### config.mk
export PLATFORM = sky130hd
export DESIGN_NAME = software_timer_bank_top_flat
export DESIGN_NICKNAME = d
export VERILOG_FILES = /design/src/sv/swtb_pkg.sv /design/src/sv/swtb_req_if.sv /design/src/sv/swtb_rsp_if.sv /design/src/sv/swtb_cell.sv /design/src/sv/software_timer_bank_top.sv /design/src/flat_wrapper.sv
export SDC_FILE = /design/constraint.sdc
export NUM_CORES = 1
export LEC_CHECK = 0
export BUFFER_PORTS_ARGS = -buffer_cell sky130_fd_sc_hd__buf_4
export CORE_ASPECT_RATIO = 0.5
export CORE_UTILIZATION = 56
export CTS_BUF_LIST = sky130_fd_sc_hd__clkbuf_4 sky130_fd_sc_hd__clkbuf_8 sky130_fd_sc_hd__clkbuf_16
export CTS_CLUSTER_DIAMETER = 50
export DETAILED_ROUTE_END_ITERATION = 10
export GPL_TIMING_DRIVEN = 0
export HOLD_SLACK_MARGIN = 0.03
export PLACE_DENSITY = 0.81
export SYNTH_ARGS = -nofsm -noshare
export SYNTH_HDL_FRONTEND = slang
export SYNTH_SLANG_ARGS = --single-unit
### constraint.sdc
create_clock -name clock -period 3.32 [get_ports clock]
set_input_delay 0.332 -clock clock [delete_from_list [all_inputs] [get_ports clock]]
set_output_delay 0.332 -clock clock [all_outputs]
set_load 0.01 [all_outputs]
### src/sv/swtb_pkg.sv
package swtb_pkg;

   localparam int NUM_TIMERS = 3;
   localparam int COUNT_BITS = 20;
   localparam int INDEX_BITS = 2;
   localparam int ID_BITS = (NUM_TIMERS > 1) ? $clog2(NUM_TIMERS) : 1;
   localparam int CMP_BITS = (ID_BITS > INDEX_BITS) ? ID_BITS : INDEX_BITS;

   localparam int RESET_COUNT_FIRST = 500;
   localparam int RESET_COUNT_OTHER = 30000;

   typedef enum logic [1:0] {
      MODE_TICK  = 2'd0,
      MODE_START = 2'd1,
      MODE_STOP  = 2'd2,
      MODE_LOAD  = 2'd3
   } mode_type;

   typedef logic [COUNT_BITS-1:0] count_type;
   typedef logic [NUM_TIMERS-1:0] mask_type;

   typedef struct packed {
      logic                  valid;
      mode_type              mode;
      logic [INDEX_BITS-1:0] timer_index;
      count_type             load_value;
      mask_type              expired_mask;
      mask_type              running_mask;
   } token_type;

   function automatic count_type reset_count(int unsigned t);
      count_type v;
      v = (t == 0) ? COUNT_BITS'(RESET_COUNT_FIRST) : COUNT_BITS'(RESET_COUNT_OTHER);
      return v;
   endfunction

endpackage

### src/sv/swtb_req_if.sv
interface swtb_req_if
   import swtb_pkg::*;
   ();
   logic                  valid;
   logic                  ready;
   logic [1:0]            mode;
   logic [INDEX_BITS-1:0] timer_index;
   count_type             load_value;

   modport source (output valid, output mode, output timer_index, output load_value,
                   input ready);
   modport sink (input valid, input mode, input timer_index, input load_value,
                 output ready);
endinterface

### src/sv/swtb_rsp_if.sv
interface swtb_rsp_if
   import swtb_pkg::*;
   ();
   logic     valid;
   logic     ready;
   mask_type expired_mask;
   mask_type running_mask;

   modport source (output valid, output expired_mask, output running_mask, input ready);
   modport sink (input valid, input expired_mask, input running_mask, output ready);
endinterface

### src/sv/swtb_cell.sv
module swtb_cell
   import swtb_pkg::*;
(
   input  logic               clock,
   input  logic               reset,
   input  logic [ID_BITS-1:0] cell_id,
   input  count_type          reset_value,
   input  logic               auto_restart,
   input  token_type          tok_in,
   output token_type          tok_out
);

   logic      running_ff, running_in;
   count_type count_ff, count_in;
   count_type reload_ff, reload_in;
   token_type tok_ff, tok_in_next;
   logic      hit;
   logic      expired;
   count_type count_dec;

   assign hit = (CMP_BITS'(tok_in.timer_index) == CMP_BITS'(cell_id));
   assign count_dec = count_ff - COUNT_BITS'(1);

   always_comb begin
      running_in = running_ff;
      count_in = count_ff;
      reload_in = reload_ff;
      expired = 1'b0;
      if (tok_in.valid) begin
         unique case (tok_in.mode)
            MODE_TICK: begin
               if (running_ff && (count_ff != '0)) begin
                  if (count_dec == '0) begin
                     count_in = reload_ff;
                     expired = 1'b1;
                     running_in = auto_restart;
                  end else begin
                     count_in = count_dec;
                  end
               end
            end
            MODE_START: begin
               if (hit) begin
                  count_in = reload_ff;
                  running_in = 1'b1;
               end
            end
            MODE_STOP: begin
               if (hit) begin
                  running_in = 1'b0;
               end
            end
            MODE_LOAD: begin
               if (hit && (tok_in.load_value != '0)) begin
                  reload_in = tok_in.load_value;
                  count_in = tok_in.load_value;
                  running_in = 1'b1;
               end
            end
            default: begin
            end
         endcase
      end
   end

   always_comb begin
      tok_in_next = tok_in;
      tok_in_next.expired_mask[cell_id] = expired;
      tok_in_next.running_mask[cell_id] = running_in;
   end

   always_ff @(posedge clock) begin
      if (reset) begin
         running_ff <= (cell_id == '0);
         count_ff <= reset_value;
         reload_ff <= reset_value;
         tok_ff <= '0;
      end else begin
         running_ff <= running_in;
         count_ff <= count_in;
         reload_ff <= reload_in;
         tok_ff <= tok_in_next;
      end
   end

   assign tok_out = tok_ff;

endmodule

### src/sv/software_timer_bank_top.sv
// A transaction's command token moves through the timer cells one per cycle, each cell registering it;
// the response is registered after the last cell.
// A new transaction is accepted only once the previous token has left the last cell and the response register is free.
// Reset is synchronous and active high; it restores timer 0 running with 500 counts, the other
// timers stopped with 30000 counts, and the auto-restart mask to timer 0 only.
module software_timer_bank_top
   import swtb_pkg::*;
(
   input  logic     clock,
   input  logic     reset,
   swtb_req_if.sink   req,
   swtb_rsp_if.source rsp,
   input  logic     csr_we,
   input  mask_type csr_wdata
);

   mask_type  auto_restart_ff, auto_restart_in;
   logic      busy_ff, busy_in;
   logic      rsp_valid_ff, rsp_valid_in;
   mask_type  rsp_expired_ff, rsp_running_ff;
   logic      accept;
   token_type tok_chain [NUM_TIMERS+1];

   assign req.ready = !busy_ff && (!rsp_valid_ff || rsp.ready);
   assign accept = req.valid && req.ready;

   always_comb begin
      tok_chain[0].valid = accept;
      tok_chain[0].mode = mode_type'(req.mode);
      tok_chain[0].timer_index = req.timer_index;
      tok_chain[0].load_value = req.load_value;
      tok_chain[0].expired_mask = '0;
      tok_chain[0].running_mask = '0;
   end

   for (genvar g = 0; g < NUM_TIMERS; g++) begin : g_cell
      swtb_cell u_cell (
         .clock        (clock),
         .reset        (reset),
         .cell_id      (ID_BITS'(g)),
         .reset_value  (reset_count(g)),
         .auto_restart (auto_restart_ff[g]),
         .tok_in       (tok_chain[g]),
         .tok_out      (tok_chain[g+1])
      );
   end

   always_comb begin
      auto_restart_in = csr_we ? csr_wdata : auto_restart_ff;
      busy_in = busy_ff;
      if (accept) begin
         busy_in = 1'b1;
      end else if (tok_chain[NUM_TIMERS].valid) begin
         busy_in = 1'b0;
      end
      rsp_valid_in = rsp_valid_ff;
      if (tok_chain[NUM_TIMERS].valid) begin
         rsp_valid_in = 1'b1;
      end else if (rsp.ready) begin
         rsp_valid_in = 1'b0;
      end
   end

   always_ff @(posedge clock) begin
      if (reset) begin
         auto_restart_ff <= NUM_TIMERS'(1);
         busy_ff <= 1'b0;
         rsp_valid_ff <= 1'b0;
      end else begin
         auto_restart_ff <= auto_restart_in;
         busy_ff <= busy_in;
         rsp_valid_ff <= rsp_valid_in;
      end
   end

   always_ff @(posedge clock) begin
      if (tok_chain[NUM_TIMERS].valid) begin
         rsp_expired_ff <= tok_chain[NUM_TIMERS].expired_mask;
         rsp_running_ff <= tok_chain[NUM_TIMERS].running_mask;
      end
   end

   assign rsp.valid = rsp_valid_ff;
   assign rsp.expired_mask = rsp_expired_ff;
   assign rsp.running_mask = rsp_running_ff;

endmodule

### src/flat_wrapper.sv
// flat-port wrapper written by rule: the top's interface ports become plain ports
module software_timer_bank_top_flat import swtb_pkg::*;
  (clock, reset, csr_we, csr_wdata, req_valid, req_mode, req_timer_index, req_load_value, req_ready, rsp_valid, rsp_expired_mask, rsp_running_mask, rsp_ready);
  swtb_req_if req_i ();
  swtb_rsp_if rsp_i ();
  input  logic clock;
  input  logic reset;
  input  logic csr_we;
  input  mask_type csr_wdata;
  input wire logic [$bits(req_i.valid)-1:0] req_valid;
  input wire logic [$bits(req_i.mode)-1:0] req_mode;
  input wire logic [$bits(req_i.timer_index)-1:0] req_timer_index;
  input wire logic [$bits(req_i.load_value)-1:0] req_load_value;
  output wire logic [$bits(req_i.ready)-1:0] req_ready;
  output wire logic [$bits(rsp_i.valid)-1:0] rsp_valid;
  output wire logic [$bits(rsp_i.expired_mask)-1:0] rsp_expired_mask;
  output wire logic [$bits(rsp_i.running_mask)-1:0] rsp_running_mask;
  input wire logic [$bits(rsp_i.ready)-1:0] rsp_ready;
  assign req_i.valid = req_valid;
  assign req_i.mode = req_mode;
  assign req_i.timer_index = req_timer_index;
  assign req_i.load_value = req_load_value;
  assign req_ready = req_i.ready;
  assign rsp_valid = rsp_i.valid;
  assign rsp_expired_mask = rsp_i.expired_mask;
  assign rsp_running_mask = rsp_i.running_mask;
  assign rsp_i.ready = rsp_ready;
  software_timer_bank_top u_core (.clock(clock), .reset(reset), .req(req_i), .rsp(rsp_i), .csr_we(csr_we), .csr_wdata(csr_wdata));
endmodule
# ---- After elaboration in Yosys (flattened, before gate mapping)
# Cells that the tools add are included.
dict set report word_totals {
  ff_bits 197
  out_inout_bits 8
  elab_cells 144
}
dict set report op_classes {
  addsub 3
  eq_ne 20
  muxes 43
  bitwise_logic 9
  reduce_logical 38
}
# op count
set ops {}
lappend ops {{20-bit 2-to-1 mux} 12}
lappend ops {{20-bit case mux with 3 select lines} 3}
lappend ops {{20-bit nonzero test} 6}
lappend ops {{20-bit zero test} 3}
lappend ops {{20-bit by 1-bit subtractor with 20-bit output (second input constant)} 3}
lappend ops {{1-bit 2-to-1 mux} 25}
lappend ops {{2-bit inequality test (second input constant)} 9}
lappend ops {{5-bit AND reduction} 3}
lappend ops {{2-bit equality test (second input constant)} 7}
lappend ops {{1-bit case mux with 4 select lines} 3}
lappend ops {{4-bit OR reduction} 3}
lappend ops {{1-bit inverter} 9}
lappend ops {{3-bit AND reduction} 3}
lappend ops {{3-bit nonzero test} 3}
lappend ops {{2-bit by 1-bit equality test with 1-bit output (second input constant)} 4}
lappend ops {{1-bit logical AND} 8}
lappend ops {{2-bit zero test} 4}
lappend ops {{2-bit nonzero test} 2}
lappend ops {{1-bit zero test} 2}
lappend ops {{1-bit logical OR} 1}

# ---- Logic depth before layout (Yosys ltp)
# Gate-level depths: netlist of run 1.
dict set report logic_depth {
  word_depth 6
  depth_mapped 12
  mapped_depth_nobuf 9
}

# ---- By module
# Synthesis of run 1 repeated with hierarchy kept, for this count alone.
dict set report unflattened {
  hier_cells 1181
  hier_area_um2 12126.6
}
# module n_inst cells_each area_each_um2 seq_area_each_um2
set by_module_without_submodules {}
lappend by_module_without_submodules {{swtb_cell at u_core.g_cell[0].u_cell} 1 388 3967.6 1841.8}
lappend by_module_without_submodules {{swtb_cell at u_core.g_cell[1].u_cell} 1 380 3941.3 1841.8}
lappend by_module_without_submodules {{swtb_cell at u_core.g_cell[2].u_cell} 1 385 3822.4 1841.8}
lappend by_module_without_submodules {software_timer_bank_top 1 28 395.4 280.3}

# ---- Worst setup path after synthesis of run 1
# No wires, ideal clock.
dict set report synth_path {
  path_type {reg-to-reg}
  startpoint {reg u_core.g_cell[1].u_cell.count_ff[0]}
  endpoint {reg u_core.g_cell[1].u_cell.count_ff[2]}
  setup_ps 86
  arrival_time_ps 2899
  t_required_ps 3234
  slack_ps 336
  path_stages_with_launch 10
  n_path_buf 0
  path_cell_list {dfxtp_1 > inv_1 > ha_1 > nor3b_1 > nand3_2 > o21ai_1 > nand4_1 > nor4_4 > mux2_2 > a211oi_1}
}
dict set report synth_between {
  elab_chain_len 5
}
# item line_no
set synth_rtl {}
lappend synth_rtl {{start, declared} swtb_cell.sv:14} ;# count_type count_ff, count_in;
lappend synth_rtl {{start signal, assigned} swtb_cell.sv:75} ;# count_ff <= reset_value;
lappend synth_rtl {{start signal, assigned} swtb_cell.sv:80} ;# count_ff <= count_in;
lappend synth_rtl {{20-bit by 1-bit subtractor with 20-bit output} swtb_cell.sv:22} ;# assign count_dec = count_ff - COUNT_BITS'(1);
lappend synth_rtl {{20-bit zero test} swtb_cell.sv:33} ;# if (count_dec == '0) begin
lappend synth_rtl {{20-bit 2-to-1 mux} swtb_cell.sv:33}
lappend synth_rtl {{20-bit 2-to-1 mux} swtb_cell.sv:32} ;# if (running_ff && (count_ff != '0)) begin
lappend synth_rtl {{20-bit case mux with 3 select lines} swtb_cell.sv:30} ;# unique case (tok_in.mode)
# Several ways; a longest one is shown, not always the timed one. The select of a mux whose other input is x is not followed.
# A chain may end at the register's enable or synchronous reset.

# ---- Final worst setup path of run 1
dict set report layout_path {
  startpoint {reg u_core.g_cell[2].u_cell.count_ff[3]}
  endpoint {reg u_core.g_cell[2].u_cell.count_ff[1]}
}
dict set report layout_between {
  elab_chain_len 5
}
# item line_no
set layout_rtl {}
lappend layout_rtl {{start, declared} swtb_cell.sv:14}
lappend layout_rtl {{start signal, assigned} swtb_cell.sv:75}
lappend layout_rtl {{start signal, assigned} swtb_cell.sv:80}
lappend layout_rtl {{20-bit by 1-bit subtractor with 20-bit output} swtb_cell.sv:22}
lappend layout_rtl {{20-bit zero test} swtb_cell.sv:33}
lappend layout_rtl {{20-bit 2-to-1 mux} swtb_cell.sv:33}
lappend layout_rtl {{20-bit 2-to-1 mux} swtb_cell.sv:32}
lappend layout_rtl {{20-bit case mux with 3 select lines} swtb_cell.sv:30}
# Several ways; a longest one is shown, not always the timed one. The select of a mux whose other input is x is not followed.

==> summary.md, run 1 <==
| Metric | Value |
|---|---|
| Setup slack at placement | `-0.536 ns` |
| Filler cell count | `1,336` |
| Max Cap Viol | `0` |
| CTS buffer count | `17` |
| Comb pwr share | `0.091` |
| Element type at the critical path end | `flop` |
| Register area share after synthesis | `0.412` |
| Hold Buf Count CTS | `0` |
| Detailed Place HPWL | `20,600 um` |
| Worst-Skew Late Latency | `0.44 ns` |
| CP Launch Type | `flop` |
| Pwr dens | `452 nW/um^2` |
| IO Port Bufs | `36` |
| # clock sinks | `195` |
| Die Y | `94.7 um` |
| Design Area, Final | `10,900 um^2` |
| CTS tree | `built` |
| Max Slew Vio Count | `0` |
| Commonest cells after routing, fill and taps aside | `dfxtp_1 (189), nor2_1 (103), a21oi_1 (92)` |
| Syn nets | `1,165` |
| XOR/XNOR share of the synthesized area | `0.0409` |
| Final setup vio count | `0` |
| Worst Reg-to-Reg Cells | `11` |
| Period utilisation layout | `0.971` |
| Netlist cell types | `75` |
| Via density per instance | `6.42` |
| Avg Inst Size Synth | `8.55 um^2` |
| Dominant synthesized flop cell | `dfxtp_1` |
| Die area | `17,800 um^2` |
| Final ANT Viol Nets | `0` |
| Synth Area in Adders | `0.00779` |
| DR vias | `9,165` |
| Largest family of logic cells by synthesized area | `simple AND/OR/NAND/NOR gates` |
| Peak per-stage delay on the critical path | `0.38 ns` |
| Initial antenna violation count | `0` |
| Vias in the first global route | `8,449` |
| Area grow syn2layout | `12.8%` |
| Total leakage power | `4.28 nW` |
| RePlAce Congestion | `1.02` |
| RSZ-0062 raised after global routing | `true` |
| Status | `complete, no violations` |
| Complex-gate fraction of the synthesized area | `0.170` |
| Initial Utilization | `0.580` |
| Clock transition at path regs | `0.08 ns` |
| Crit-path cells | `buf_1, nor3_1, clkbuf_1, nand4_1, xor2_1, nand4_1, o31ai_4, buf_4, clkbuf_2, nand2_1, a221oi_1` |
| First-pass GRT wire length | `45,200 um` |
| Worst-case vdd ir drop | `0.000286 V` |
| Worst Hold Slack | `0.110 ns` |
| Total power | `4.91 mW` |
| Clock Skew | `0.0156 ns` |
| Worst-margin pin slew | `0.965 ns` |
| Net Sw Frac | `0.267` |
| Detailed Routing Iterations Pass 1 | `7` |
| Required time worst endpoint | `3.66 ns` |
| Slew Limit Headroom | `0.354` |
| Mux contribution to synthesized area | `0.0969` |
| GRT Total Usage | `0.324` |
| Post-route setup slack | `0.0965 ns` |
| DRC | `0` |
| Yosys warns | `0` |
| Clock group share of total power | `0.403` |
| Routed WL | `29,100 um` |
| CTS root buf | `clkbuf_16` |
| Worst Hold Class | `input pin to flop` |
| Core region area | `16,600 um^2` |
| FFs w/ async S/R, synth | `0` |
| WS Path Type | `flop to flop` |
| Crit path top cell by count | `nand4_1` |
| H-tree Lvls | `4` |
| Critical path peak fanout | `10` |
| Area after DPL | `10,200 um^2` |
| Leading cell type in the layout, fill and taps excluded | `dfxtp_1` |
| Nets | `1,226` |
| Final Hold Viols | `0` |
| N_diodes | `0` |
| Drt wl/cell | `20.4 um` |
| CP max-delay cell | `clkbuf_1` |
| Clock Path Buffers | `2` |
| Crit path time final | `3.22 ns` |
| Share of cells above drive strength 1 | `0.0933` |
| Largest net degree at the start of global routing | `18` |
| FP Rows | `33` |
| Cell Int Power | `3.60 mW` |
| DIE WIDTH | `187 um` |
| Part of the power in registers | `0.506` |
| Post-Syn Instances | `1,127` |
| Sw power | `1.31 mW` |
| Hold Path Stages | `3` |
| Setup TNS Final | `0 ns` |
| Syn Std Cell Area | `9630 um^2` |
| Ports | `40` |
| Initial DRC Count | `1,163` |
| Fmax achieved | `0.310 GHz` |
| Simple-Gate Fraction of Synth Area | `0.229` |
| Worst Path Arrival | `3.57 ns` |
| EDFF count, synth | `6` |
| Register bit total from synthesis | `195` |
| Remaining global-route overflow | `0` |
Yosys cell counts (all sizes together), types with 3 or more instances:
cell type	number	area share
a2111oi	6	0.0055
a211o	7	0.0064
a211oi	20	0.016
a21o	3	0.0023
a21oi	93	0.049
a221o	3	0.0031
a221oi	7	0.0064
a22o	4	0.0036
a22oi	6	0.0047
a31oi	6	0.0039
and2	3	0.0019
and3	10	0.0065
buf	18	0.0092
clkbuf	62	0.024
dfxtp	189	0.39
edfxtp	6	0.019
ha	6	0.0078
inv	26	0.010
mux2i	91	0.095
nand2	84	0.033
nand2b	11	0.0071
nand3	30	0.016
nand3b	11	0.0086
nand4	14	0.0091
nand4b	6	0.0055
nor2	103	0.040
nor2b	58	0.038
nor3	35	0.018
nor4	36	0.026
o211ai	8	0.0062
o21ai	59	0.031
o22ai	5	0.0032
o31ai	6	0.0052
o41ai	3	0.0027
or2	4	0.0026
or3	6	0.0044
or4	4	0.0035
or4b	4	0.0042
xnor2	26	0.024
xor2	19	0.017
state kept, by name, indices dropped and copies added (netlist names):
| signal | flops |
|---|---|
| u_core.auto_restart_ff | 3 |
| u_core.busy_ff | 1 |
| u_core.g_cell.u_cell.count_ff | 60 |
| u_core.g_cell.u_cell.reload_ff | 60 |
| u_core.g_cell.u_cell.running_ff | 2 |
| u_core.g_cell.u_cell.tok_out | 62 |
| u_core.rsp.expired_mask | 3 |
| u_core.rsp.running_mask | 3 |
| u_core.rsp.valid | 1 |
path summary, 6_finish.rpt:
path / from / to / slack [ns]
setup / recovery: u_core.g_cell[2].u_cell.count_ff[3] / u_core.g_cell[2].u_cell.count_ff[1] / 0.1
hold / removal: csr_wdata[0] / u_core.auto_restart_ff[0] / 0.11
setup reg to reg: u_core.g_cell[2].u_cell.count_ff[3] / u_core.g_cell[2].u_cell.count_ff[1] / 0.1
hold reg to reg: u_core.g_cell[2].u_cell.tok_out[0] / u_core.rsp.running_mask[0] / 0.41
power by group through the flow:
stage | Sequential, mW | Combinational, mW | Clock [mW]
2_1_floorplan | 2.50 | 0.279 | 0
3_3_place_gp | 2.53 | 0.410 | 0
3_5_place_dp | 2.53 | 0.421 | 0
4_1_cts | 2.48 | 0.426 | 1.98
5_1_grt | 2.49 | 0.475 | 2.09
6_report | 2.48 | 0.445 | 1.98
worst max-delay path: cells and delay by family (launching register included):
kind | cells | cell delay, ns
AO/OA/AOI/OAI | 2 | 0.52
XOR/XNOR | 1 | 0.35
AND/OR/NAND/NOR | 4 | 0.89
flip-flops | 1 | 0.30
buffers and inverters | 4 | 1.06
repair_timing:
action	4_1_cts	5_1_grt
setup buffers	3	3
resized for setup	4	20
endpoints found under the setup margin	39	47
pin swaps	1	1
layout make-up:
type | instances | area [um^2] | share of cell area
inverter | 26 | 97.6 | 0.00898
timing repair buffer | 42 | 315 | 0.0290
tap | 227 | 284 | 0.0261
clock buffer | 21 | 462 | 0.0425
clock inverter | 11 | 95.1 | 0.00875
buffer | 80 | 330 | 0.0304
sequential | 195 | 3960 | 0.365
multi-input combinational | 826 | 5320 | 0.489
through the flow:
step / instances / utilization
6_report: 1428 / 0.655
4_1_cts: 1425 / 0.650
3_3_place_gp: 1390 / 0.614
5_1_grt: 1428 / 0.655
2_1_floorplan: 1127 / -
3_5_place_dp: 1390 / 0.614
metal layers:
metal,part of all wire,vias up,global-route usage
li1,-,4175,-
met3,0.10,100,0.0654
met2,0.45,559,0.521
met1,0.41,4331,0.425
met4,0.035,0,0.149
met5,0,-,0
cells by family after synthesis:
| kind of cell | Yosys count |
|---|---|
| fa+ha+maj | 6 |
| flops | 195 |
| buf+inv | 106 |
| mux | 93 |
| xor+xnor | 45 |
| compound gates | 258 |
| simple gates | 424 |
Power figures use the tool's default switching activity.
==> run 2: changes to the inputs <==
--- a/config.mk
+++ b/config.mk
@@ -6,14 +6,16 @@
 export NUM_CORES = 1
 export LEC_CHECK = 0
 export BUFFER_PORTS_ARGS = -buffer_cell sky130_fd_sc_hd__buf_4
+export CELL_PAD_IN_SITES_DETAIL_PLACEMENT = 1
+export CELL_PAD_IN_SITES_GLOBAL_PLACEMENT = 1
 export CORE_ASPECT_RATIO = 0.5
-export CORE_UTILIZATION = 56
+export CORE_UTILIZATION = 47
 export CTS_BUF_LIST = sky130_fd_sc_hd__clkbuf_4 sky130_fd_sc_hd__clkbuf_8 sky130_fd_sc_hd__clkbuf_16
 export CTS_CLUSTER_DIAMETER = 50
 export DETAILED_ROUTE_END_ITERATION = 10
 export GPL_TIMING_DRIVEN = 0
 export HOLD_SLACK_MARGIN = 0.03
-export PLACE_DENSITY = 0.81
+export PLACE_DENSITY = 0.87
 export SYNTH_ARGS = -nofsm -noshare
 export SYNTH_HDL_FRONTEND = slang
 export SYNTH_SLANG_ARGS = --single-unit
==> run 2 against run 1 <==
Register-to-register slack about the same. Critical path type unchanged. Highest routed layer unchanged. Final cell count up 2.6%. Clock skew down 0.00053 ns.
==> summary.md, run 2 (same netlist as run 1, synthesis figures left out) <==
| Metric | Value |
|---|---|
| Status | `complete, no violations` |
| Max Cap Viol | `0 (unchanged)` |
| Core region area | `19,800 um^2 (+19%)` |
| Area after DPL | `10,200 um^2 (+0.48%)` |
| Required time worst endpoint | `3.63 ns (-0.03 ns)` |
| Share of cells above drive strength 1 | `0.0951 (+0.00182)` |
| DIE WIDTH | `204 um (+9.1%)` |
| Hold Buf Count CTS | `0 (unchanged)` |
| CP endpoint | `u_core.g_cell[1].u_cell.count_ff[10]` |
| WS Path Type | `flop to flop` |
| Met2 Resource Use GR | `0.574 (+0.0528)` |
| Worst Hold Class | `input pin to flop` |
| First-pass GRT wire length | `54,500 um (+21%)` |
| CTS root buf | `clkbuf_16` |
| Drt wl/cell | `24.3 um (+19%)` |
| Ports | `40 (unchanged)` |
| IO Port Bufs | `36 (unchanged)` |
| Commonest cells after routing, fill and taps aside | `dfxtp_1 (189), nor2_1 (103), a21oi_1 (92)` |
| CP Launch Type | `flop` |
| Routed WL | `35,600 um (+22%)` |
| Worst Path Arrival | `3.55 ns (-0.02 ns)` |
| Initial Utilization | `0.487 (-0.0932)` |
| Pwr dens | `469 nW/um^2 (+3.8%)` |
| Slew Limit Headroom | `0.347 (-0.00693)` |
| Initial DRC Count | `763 (-34%)` |
| Nets | `1,224 (-0.16%)` |
| Leading cell type in the layout, fill and taps excluded | `dfxtp_1` |
| Element type at the critical path end | `flop` |
| Max reg flops | `62 (unchanged)` |
| Max Slew Vio Count | `0 (unchanged)` |
| Worst-margin pin slew | `0.980 ns (+0.0146 ns)` |
| Die Y | `103 um (+9.0%)` |
| FP Rows | `36 (+9.1%)` |
| Clock transition at path regs | `0.09 ns (about the same)` |
| Clock Path Buffers | `2 (unchanged)` |
| Final setup vio count | `0 (unchanged)` |
| DR vias | `9,325 (+1.7%)` |
| Design Area, Final | `11,000 um^2 (+0.98%)` |
| Worst-Skew Late Latency | `0.45 ns (about the same)` |
| Met1 Use GR | `0.428 (+0.00269)` |
| Area grow syn2layout | `13.9%` |
| Clock Skew | `0.0151 ns (-0.000529 ns)` |
| Worst-case vdd ir drop | `0.000371 V (+30%)` |
| Global route hottest layer | `met2` |
| R2R Path Start | `u_core.g_cell[1].u_cell.count_ff[10]` |
| Crit path time final | `3.24 ns (+0.0119 ns)` |
| Period utilisation layout | `0.975 (+0.00359)` |
| GRT Total Usage | `0.343 (+0.0181)` |
| GR Util met3 | `0.0799 (+0.0145)` |
| Via density per instance | `6.37 (-0.82%)` |
| Final ANT Viol Nets | `0 (unchanged)` |
| CTS buffer count | `17 (unchanged)` |
| Vias in the first global route | `9,646 (+14%)` |
| DRC | `0 (unchanged)` |
| Detailed Place HPWL | `24,800 um (+20%)` |
| Largest net degree at the start of global routing | `23 (+5)` |
| CTS tree | `built` |
| # clock sinks | `195 (unchanged)` |
| RSZ-0062 raised after global routing | `true` |
| Final Hold Viols | `0 (unchanged)` |
| Worst Reg-to-Reg Cells | `9 (-2)` |
| RR Endpoint | `u_core.g_cell[1].u_cell.count_ff[10]` |
| RePlAce Congestion | `0.949 (-6.6%)` |
| Worst Hold Slack | `0.101 ns (-0.00936 ns)` |
| Die area | `21,100 um^2 (+19%)` |
| Critical path peak fanout | `10 (unchanged)` |
| N_diodes | `0 (unchanged)` |
| Total leakage power | `4.31 nW (+0.83%)` |
| Fmax achieved | `0.309 GHz (-0.37%)` |
| Filler cell count | `2,350 (+76%)` |
| Detailed Routing Iterations Pass 1 | `5 (-2)` |
| Worst Setup SP | `u_core.g_cell[1].u_cell.count_ff[10]` |
| Remaining global-route overflow | `0 (unchanged)` |
| R2R Setup Slk | `0.08 ns (about the same)` |
| Initial antenna violation count | `0 (unchanged)` |
| H-tree Lvls | `4 (unchanged)` |
[run 2: cell types whose count changed in the layout (fill, tap and decap cells not counted), moves of 2 or more]
cell	change
inv_6	-2
clkbuf_1	-3
buf_4	-2
inv_8	+4
clkinv_4	-3
clkbuf_2	+3
clkinvlp_4	-3
clkinv_8	+7
clkbuf_4	-3
[run 2: layout make-up]
class / count / area [um^2] / share of cell area
Tap cell: 266 / 333 / 0.0303
Timing Repair Buffer: 40 / 300 / 0.0274
Clock buffer: 17 / 425 / 0.0388
Buffer: 80 / 334 / 0.0305
Multi-Input combinational cell: 826 / 5310 / 0.484
Sequential cell: 195 / 3960 / 0.361
Clock inverter: 15 / 204 / 0.0186
Inverter: 26 / 97.6 / 0.00890
[run 2: where the power goes]
group,switching [mW],leakage (nW),internal [mW]
registers,0.0795,1.59,2.41
clock network,1.14,0.304,1.04
logic,0.305,2.41,0.164
[run 2: worst min-delay path by stage]
stage	end	slack [ns]	from	depth (start not counted)
final	u_core.g_cell[0].u_cell.tok_out[27]	0.10	req_timer_index[1]	2
after CTS	u_core.g_cell[0].u_cell.tok_out[27]	0.1	req_timer_index[1]	2
after global placement	u_core.rsp.running_mask[0]	0.39	u_core.g_cell[2].u_cell.tok_out[0]	0
after global routing	u_core.g_cell[0].u_cell.tok_out[27]	0.09	req_timer_index[1]	2
after detailed placement	u_core.rsp.running_mask[0]	0.39	u_core.g_cell[2].u_cell.tok_out[0]	0
after floorplan	u_core.rsp.expired_mask[0]	0.39	u_core.g_cell[2].u_cell.tok_out[3]	0
[run 2: metrics by stage]
| stage | setup TNS [ns] | instances | total power, mW | setup slack [ns] | util |
|---|---|---|---|---|---|
| 2_1_floorplan | 0 | 1127 | 2.78 | 0.336 | - |
| 3_3_place_gp | -9.57 | 1429 | 2.95 | -0.559 | 0.518 |
| 3_5_place_dp | -13.63 | 1429 | 2.97 | -0.672 | 0.518 |
| 4_1_cts | 0 | 1464 | 5.13 | 0.00620 | 0.552 |
| 5_1_grt | -0.0283 | 1465 | 5.28 | -0.0240 | 0.555 |
| 6_report | 0 | 1465 | 5.15 | 0.0846 | 0.555 |
[run 2: what timing repair did]
item | 4_1_cts | 5_1_grt
setup endpoints to repair | 46 | 53
pin swaps | 2 | 2
buffers inserted | 3 | 1
hold endpoints to repair | 0 | 0
gates resized for setup | 7 | 21
[run 2: routing by layer]
metal | share of wire | vias up | wire length (um)
met5 | 0 | - | 0
met4 | 0.036 | 0 | 1290
met3 | 0.077 | 110 | 2740
met2 | 0.46 | 429 | 16500
met1 | 0.42 | 4617 | 15100
li1 | - | 4169 | -
[run 2: critical path: stages (launching register included)]
cell,delay [ns]
dfxtp_1,0.31
buf_2,0.18
or4_4,0.57
or3_4,0.43
o41a_1,0.46
and3_1,0.19
clkbuf_1,0.21
clkbuf_2,0.32
a31oi_1,0.27
o21ai_0,0.16
